<file path="src/hdl/mcpq_pkg.sv">
// ----------------------------------------------------------------------------
// mcpq_pkg
// shared widths and result status codes for the min-cost priority queue
// ----------------------------------------------------------------------------
package mcpq_pkg;

    localparam int ID_BITS     = 16;
    localparam int STATUS_BITS = 2;
    localparam int APB_DW      = 32;

    typedef logic [STATUS_BITS-1:0] t_status;

    localparam t_status ST_DONE = 2'd0;
    localparam t_status ST_FULL = 2'd1;
    localparam t_status ST_NONE = 2'd2;

endpackage

</file>
<file path="src/hdl/mcpq_store.sv">
// ----------------------------------------------------------------------------
// mcpq_store
// entry memory holding {id, cost} pairs, one write and one registered read
// ----------------------------------------------------------------------------
module mcpq_store
    import mcpq_pkg::*;
#(
    parameter int DEPTH     = 32,
    parameter int COST_BITS = 24,
    parameter int AW        = $clog2(DEPTH)
) (
    input  logic                         i_clk,
    input  logic                         i_we,
    input  logic [AW-1:0]                i_waddr,
    input  logic [ID_BITS+COST_BITS-1:0] i_wdata,
    input  logic                         i_re,
    input  logic [AW-1:0]                i_raddr,
    output logic [ID_BITS+COST_BITS-1:0] o_rdata
);

    logic [ID_BITS+COST_BITS-1:0] r_mem [DEPTH];
    logic [ID_BITS+COST_BITS-1:0] r_rdata;

    always_ff @(posedge i_clk) begin
        if (i_we) begin
            r_mem[i_waddr] <= i_wdata;
        end
        if (i_re) begin
            r_rdata <= r_mem[i_raddr];
        end
    end

    assign o_rdata = r_rdata;

endmodule

</file>
<file path="src/hdl/min_cost_priority_queue_top.sv">
// ----------------------------------------------------------------------------
// min_cost_priority_queue_top
// arrival-order priority queue: insert appends, extract takes the first
// lowest-cost entry below the cost ceiling and closes the gap
// ----------------------------------------------------------------------------
// sequence: insert appends and strobes its result; extract scans all stored
//   entries, then compacts the entries behind the taken position pos, then strobes
// throughput: one item at a time through the one shared read port; busy drops
//   as the strobe shows, so the next start may be taken then; no output stall
// reset (synchronous, active low) empties the queue, restores the ceiling
// ----------------------------------------------------------------------------
module min_cost_priority_queue_top
    import mcpq_pkg::*;
#(
    parameter int DEPTH     = 32,
    parameter int COST_BITS = 24
) (
    input  logic                           i_clk,
    input  logic                           i_rst_n,
    // command side
    input  logic                           start,
    output logic                           busy,
    input  logic                           i_kind,
    input  logic [ID_BITS-1:0]             i_item_id,
    input  logic [COST_BITS-1:0]           i_item_cost,
    // result side
    output logic                           o_done,
    output logic [STATUS_BITS-1:0]         o_status,
    output logic [ID_BITS-1:0]             o_out_id,
    output logic [COST_BITS-1:0]           o_out_cost,
    output logic [$clog2(DEPTH+1)-1:0]     o_occupancy,
    // configuration port
    input  logic                           psel,
    input  logic                           penable,
    input  logic                           pwrite,
    input  logic [2:0]                     paddr,
    input  logic [APB_DW-1:0]              pwdata,
    output logic [APB_DW-1:0]              prdata,
    output logic                           pready
);

    localparam int AW = $clog2(DEPTH);
    localparam int CW = $clog2(DEPTH+1);
    localparam int EW = ID_BITS + COST_BITS;

    localparam logic [COST_BITS-1:0] CEIL_RESET = COST_BITS'(24'hFF_FFFF);

    // sequencer states
    localparam logic [1:0] S_IDLE  = 2'd0;
    localparam logic [1:0] S_INS   = 2'd1;
    localparam logic [1:0] S_SCAN  = 2'd2;
    localparam logic [1:0] S_SHIFT = 2'd3;

    // control registers
    logic [1:0]           r_state, n_state;
    logic [CW-1:0]        r_count, n_count;
    logic [CW-1:0]        r_addr,  n_addr;     // next read address
    logic                 r_rv,    n_rv;       // read data valid this cycle
    logic                 r_found, n_found;
    logic                 r_done,  n_done;
    logic [COST_BITS-1:0] r_ceiling;

    // payload registers
    logic [AW-1:0]        r_ridx,    n_ridx;   // index of the data now read
    logic [AW-1:0]        r_pos,     n_pos;
    logic [COST_BITS-1:0] r_best,    n_best;
    logic [ID_BITS-1:0]   r_best_id, n_best_id;
    logic [ID_BITS-1:0]   r_in_id;
    logic [COST_BITS-1:0] r_in_cost;
    t_status              r_status,  n_status;
    logic [ID_BITS-1:0]   r_out_id,  n_out_id;
    logic [COST_BITS-1:0] r_out_cost, n_out_cost;
    logic [CW-1:0]        r_occ,     n_occ;

    // memory interface
    logic                 w_we;
    logic [AW-1:0]        w_waddr;
    logic [EW-1:0]        w_wdata;
    logic                 w_issue;
    logic [EW-1:0]        w_rdata;
    logic [COST_BITS-1:0] w_rd_cost;
    logic [ID_BITS-1:0]   w_rd_id;

    logic w_accept;
    logic w_cfg_wr;
    logic w_full;

    assign w_accept  = start && !busy;
    assign w_cfg_wr  = psel && penable && pwrite && pready && !paddr[2];
    assign w_full    = (r_count == CW'(DEPTH));
    assign w_rd_cost = w_rdata[COST_BITS-1:0];
    assign w_rd_id   = w_rdata[EW-1:COST_BITS];

    // scan and compaction share the one read port, one address per cycle
    assign w_issue = ((r_state == S_SCAN) || (r_state == S_SHIFT)) && (r_addr < r_count);

    mcpq_store #(
        .DEPTH     (DEPTH),
        .COST_BITS (COST_BITS),
        .AW        (AW)
    ) u_store (
        .i_clk   (i_clk),
        .i_we    (w_we),
        .i_waddr (w_waddr),
        .i_wdata (w_wdata),
        .i_re    (w_issue),
        .i_raddr (r_addr[AW-1:0]),
        .o_rdata (w_rdata)
    );

    always_comb begin
        n_state    = r_state;
        n_count    = r_count;
        n_addr     = w_issue ? (r_addr + 1'b1) : r_addr;
        n_rv       = w_issue;
        n_ridx     = r_addr[AW-1:0];
        n_found    = r_found;
        n_done     = 1'b0;
        n_pos      = r_pos;
        n_best     = r_best;
        n_best_id  = r_best_id;
        n_status   = r_status;
        n_out_id   = r_out_id;
        n_out_cost = r_out_cost;
        n_occ      = r_occ;
        w_we       = 1'b0;
        w_waddr    = r_count[AW-1:0];
        w_wdata    = {r_in_id, r_in_cost};

        case (r_state)
            S_IDLE: begin
                if (w_accept) begin
                    n_addr  = '0;
                    n_found = 1'b0;
                    n_best  = r_ceiling;
                    n_state = i_kind ? S_SCAN : S_INS;
                end
            end
            S_INS: begin
                // append at the tail unless the store is full
                n_out_id   = '0;
                n_out_cost = '0;
                n_done     = 1'b1;
                n_state    = S_IDLE;
                if (w_full) begin
                    n_status = ST_FULL;
                    n_occ    = r_count;
                end else begin
                    w_we     = 1'b1;
                    n_count  = r_count + 1'b1;
                    n_status = ST_DONE;
                    n_occ    = r_count + 1'b1;
                end
            end
            S_SCAN: begin
                // strict less-than keeps the earliest of equal costs
                if (r_rv && (w_rd_cost < r_best)) begin
                    n_best    = w_rd_cost;
                    n_best_id = w_rd_id;
                    n_pos     = r_ridx;
                    n_found   = 1'b1;
                end
                if (!w_issue && !r_rv) begin
                    if (r_found) begin
                        n_addr  = CW'(r_pos) + 1'b1;
                        n_state = S_SHIFT;
                    end else begin
                        n_status   = ST_NONE;
                        n_out_id   = '0;
                        n_out_cost = '0;
                        n_occ      = r_count;
                        n_done     = 1'b1;
                        n_state    = S_IDLE;
                    end
                end
            end
            S_SHIFT: begin
                // each entry behind the taken one moves up one place
                if (r_rv) begin
                    w_we    = 1'b1;
                    w_waddr = r_ridx - 1'b1;
                    w_wdata = w_rdata;
                end
                if (!w_issue && !r_rv) begin
                    n_count    = r_count - 1'b1;
                    n_status   = ST_DONE;
                    n_out_id   = r_best_id;
                    n_out_cost = r_best;
                    n_occ      = r_count - 1'b1;
                    n_done     = 1'b1;
                    n_state    = S_IDLE;
                end
            end
            default: begin
                n_state = S_IDLE;
            end
        endcase
    end

    // control state
    always_ff @(posedge i_clk) begin
        if (!i_rst_n) begin
            r_state   <= S_IDLE;
            r_count   <= '0;
            r_addr    <= '0;
            r_rv      <= 1'b0;
            r_found   <= 1'b0;
            r_done    <= 1'b0;
            r_ceiling <= CEIL_RESET;
        end else begin
            r_state <= n_state;
            r_count <= n_count;
            r_addr  <= n_addr;
            r_rv    <= n_rv;
            r_found <= n_found;
            r_done  <= n_done;
            if (w_cfg_wr) begin
                r_ceiling <= pwdata[COST_BITS-1:0];
            end
        end
    end

    // payload, no reset needed
    always_ff @(posedge i_clk) begin
        r_ridx     <= n_ridx;
        r_pos      <= n_pos;
        r_best     <= n_best;
        r_best_id  <= n_best_id;
        r_status   <= n_status;
        r_out_id   <= n_out_id;
        r_out_cost <= n_out_cost;
        r_occ      <= n_occ;
        if (w_accept) begin
            r_in_id   <= i_item_id;
            r_in_cost <= i_item_cost;
        end
    end

    assign busy        = (r_state != S_IDLE);
    assign o_done      = r_done;
    assign o_status    = r_status;
    assign o_out_id    = r_out_id;
    assign o_out_cost  = r_out_cost;
    assign o_occupancy = r_occ;

    // register readback, only the ceiling is mapped
    assign pready = 1'b1;
    assign prdata = paddr[2] ? '0 : APB_DW'(r_ceiling);

    // checks
    a_occ_bound: assert property (@(posedge i_clk) disable iff (!i_rst_n)
        o_done |-> (o_occupancy <= CW'(DEPTH)))
        else $error("occupancy above depth");

    a_none_zero: assert property (@(posedge i_clk) disable iff (!i_rst_n)
        (o_done && (o_status != ST_DONE)) |-> ((o_out_id == '0) && (o_out_cost == '0)))
        else $error("payload not zero on a failed item");

    a_start_busy: assert property (@(posedge i_clk) disable iff (!i_rst_n)
        (start && !busy) |=> busy)
        else $error("accepted item did not raise busy");

    a_done_after_busy: assert property (@(posedge i_clk) disable iff (!i_rst_n)
        o_done |-> ($past(busy) && !busy))
        else $error("result strobe outside end of operation");

endmodule
</file>
<file path="config.mk">
export PLATFORM = sky130hd
export DESIGN_NAME = min_cost_priority_queue_top
export DESIGN_NICKNAME = d
export VERILOG_FILES = /design/src/hdl/mcpq_pkg.sv /design/src/hdl/mcpq_store.sv /design/src/hdl/min_cost_priority_queue_top.sv
export SDC_FILE = /design/constraint.sdc
export NUM_CORES = 1
export LEC_CHECK = 0
export ABC_AREA = 1
export BUFFER_PORTS_ARGS = -buffer_cell sky130_fd_sc_hd__buf_2
export CORE_UTILIZATION = 56
export CTS_CLUSTER_DIAMETER = 40
export DETAILED_ROUTE_END_ITERATION = 7
export MAX_ROUTING_LAYER = met4
export PLACE_DENSITY = 0.72
export SYNTH_ARGS = -nofsm -noshare
export SYNTH_HDL_FRONTEND = slang
export SYNTH_SLANG_ARGS = --single-unit
</file>
<file path="constraint.sdc">
create_clock -name i_clk -period 3.76 [get_ports i_clk]
set_clock_uncertainty 0.15 [all_clocks]
set_input_delay 0.188 -clock i_clk [delete_from_list [all_inputs] [get_ports i_clk]]
set_output_delay 0.188 -clock i_clk [all_outputs]
set_load 0.02 [all_outputs]
</file>
==> out/qor.yml <==
clock_network:
  clockBufferDepth: 3
  clk_pin_slew_ns: 0.06
  cts_tree: "yes"
  htree_levels: 4
  clock_latency_ns: 0.76
  clock-sinks: 1499
  cts_buffers: 161
  root_buffer: "clkbuf_16"
power_and_ir_drop:
  power_density_mw_per_mm2: 508
  power.leakage_nw: 24.1
  irDropWorstVdd_v: 0.000500
routing:
  dr.pass1.iters: 6
  vias_per_cell: 6.08
  dr_total_vias: 38435
  first_iter_violations: 5087
  wl_per_cell_um: 24.8
  antenna_left: 0
  drt-total-wl_mm: 157
  post-route-drc-count: 0
job:
  drv_cap: 0
die:
  io_pins: 165
  die_width_um: 328
  initial_utilization_pct: 56.5
  die_y_um: 328
  die-area_mm2: 0.108
  num_rows: 119
  core_mm2: 0.105
yosys:
  synth.top_cell.area_share_pct: 73.3
  synth_area_per_cell_um2: 13.3
  synth_warnings: 0
  synthTopCellsByCount: "1453 x edfxtp_1, 818 x nand2_1, 454 x nor2_1"
  postSynth.asyncResetShare_pct: 0
  ys_ff_latch: 1499
  synth_area_leaders: "edfxtp_1 73%, nand2_1 5.2%, o21ai_0 3.6%"
  synth.most_common_cell: "edfxtp_1"
  synthesis.area_mm2: 0.0595
  synth_cell_types: 44
  ys.flop_type: "edfxtp_1"
  synth_top_area_cell: "edfxtp_1"
  synth_edf_count: 1453
  syn_inst: 4473
  yosysSeqAreaShare_pct: 74.9
layout:
  layout-drive-gt1-share_pct: 12.3
  insertedDiodeCount: 0
  finish.utilization_pct: 65.9
  syn2layout_area_growth_pct: 16.6
  fin_nets: 4915
  nFillCells: 7072
  fin_cells: 6323
worst_setup_path:
  cpMostUsedCell: "nor2_1"
  slowest_stage: "nor2_4"
  r2r-start: "r_count[0]"
  arrival_ns: 3.68
  critPathMaxStageDelay_ns: 0.70
  reg2reg_slack_ns: 0.39
  cp-endpoint: "u_store.r_mem[3][20]"
  cp_data_required_time_ns: 4.07
  cp-end-kind: "register"
  r2r_end: "u_store.r_mem[3][20]"
  path_class: "register to register"
  reg2regPathDepth: 10
  start_kind: "register"
  crit_start: "r_count[0]"
  crit_chain: "inv_1, ha_1, nand3_1, nor2_1, nand2_1, nor2_1, nor2_2, nand3_2, nor2_4, buf_12"
  worst-path-max-fanout: 17
placed_design:
  pre_cts_ws_ns: 0.441
  place_congestion: 0.835
  io_buffers: 145
  dp_cells: 5871
  post-dp-hpwl_mm: 83.3
sta:
  rsz0062_at_grt: "false"
  hold_slack_ns: 0.0356
  drv_slew: 0
  finalHoldViolations: 0
  setup_tns_ns: 0
  final.period_utilization_pct: 89.8
  worst-slew-pin-transition_ns: 1.24
  max_slew_margin_pct: 17.0
  finalSetupViolations: 0
  finalWorstSetupSlack_ns: 0.385
  min_period_ns: 3.37
  fmax_mhz: 296
global_route:
  grt_usage_pct: 29.8
  grt_start_max_net_pins: 113
  grt_pass1_wl_mm: 230
  gr-total-overflow: 0
  grt_pass1_vias: 36597
  antenna_found_initial: 0
status:
  status: "finished clean"
worst_hold_path:
  min_path_type: "input pin to register"
-- registers in the layout (all words and copies together), names as in the netlist, 2 cells and up --
register and flops:
r_in_id 16, r_ceiling 24, o_occupancy 6, r_best 24
o_status 2, r_addr 6, r_count 6, r_in_cost 24
r_pos 5, o_out_id 16, r_state 2, r_ridx 5
u_store.r_mem 1280, o_out_cost 24, u_store.o_rdata 40, r_best_id 16
-- final cells by class --
class | instances | area [um^2] | share of cell area, %
clock buffers | 190 | 4230 | 6.10
clock inverters | 105 | 1050 | 1.51
inverters | 108 | 425 | 0.613
multi-input cells | 2595 | 13500 | 19.4
flip-flops and latches | 1499 | 44600 | 64.2
well taps | 1391 | 1740 | 2.51
repair buffers | 435 | 3900 | 5.61
-- layout by cell type, fill, tap and decap left out, drive strengths merged, types with 33 or more instances in the layout --
cell type and count:
nand2 825, o31ai 40, dlygate4sd3 157, mux2i 160
buf 278, clkinv 56, o22ai 160, clkbuf 190
dfxtp 46, o21ai 442, a21oi 262, edfxtp 1453
nand3 63, nor2 459, ha 33, inv 132
o211ai 107
-- cells by family (layout without fill, tap and decap cells) --
kind of cell,count (synthesis),count (layout),share of synthesized area (%)
mux,160,160,2.69
fa+ha+maj,33,33,0.694
other cells,2,9,0.0126
buf+inv,386,838,2.98
flops,1499,1499,74.9
compound gates,1017,1017,9.63
xor+xnor,17,17,0.250
simple gates,1359,1359,8.89
-- metal layers --
layer	up-vias	track usage (%)	wire length, um
met4	0	10.8	5390
met1	18804	39.8	60100
li1	16975	-	-
met5	-	-	0
met2	2305	47.1	75500
met3	351	4.25	15900
-- repair_timing --
item | 4_1_cts | 5_1_grt
buffers inserted | 0 | 0
hold endpoints to repair | 73 | 0
hold buffers | 157 | 0
gates resized for setup | 0 | 0
-- how the worst min path moves through the flow --
stage	slack, ns	from	endpoint	cells after the start
3_3_place_gp	0.21	i_item_id[1]	r_in_id[1]	1
6_report	0.04	i_item_cost[11]	r_in_cost[11]	2
3_5_place_dp	0.22	i_item_id[12]	r_in_id[12]	1
2_1_floorplan	0.14	i_item_cost[0]	r_in_cost[0]	0
4_1_cts	0.003	i_item_cost[10]	r_in_cost[10]	2
5_1_grt	0.04	i_item_cost[10]	r_in_cost[10]	2
-- power breakdown --
group          switching, mW  leakage (nW)  internal [mW]
clock                   6.59          2.55           9.06
sequential            0.0523          13.5           18.5
combinational          0.756          8.06          0.309
-- metrics by stage --
step	power, mW	instance area [um^2]
global placement	19.8	62500
CTS	35.3	69400
finish	35.3	69400
global route	36.1	69400
detailed placement	19.8	62500
floorplan	19.5	59600
-- critical path: cells and delay by family (launching register included) --
family / cells / cell delay [ns]
adder cells (fa/ha/maj): 1 / 0.27
AND/OR/NAND/NOR: 7 / 1.83
flip-flops: 1 / 0.41
buffers and inverters: 2 / 0.42
Power figures use the tool's default switching activity.
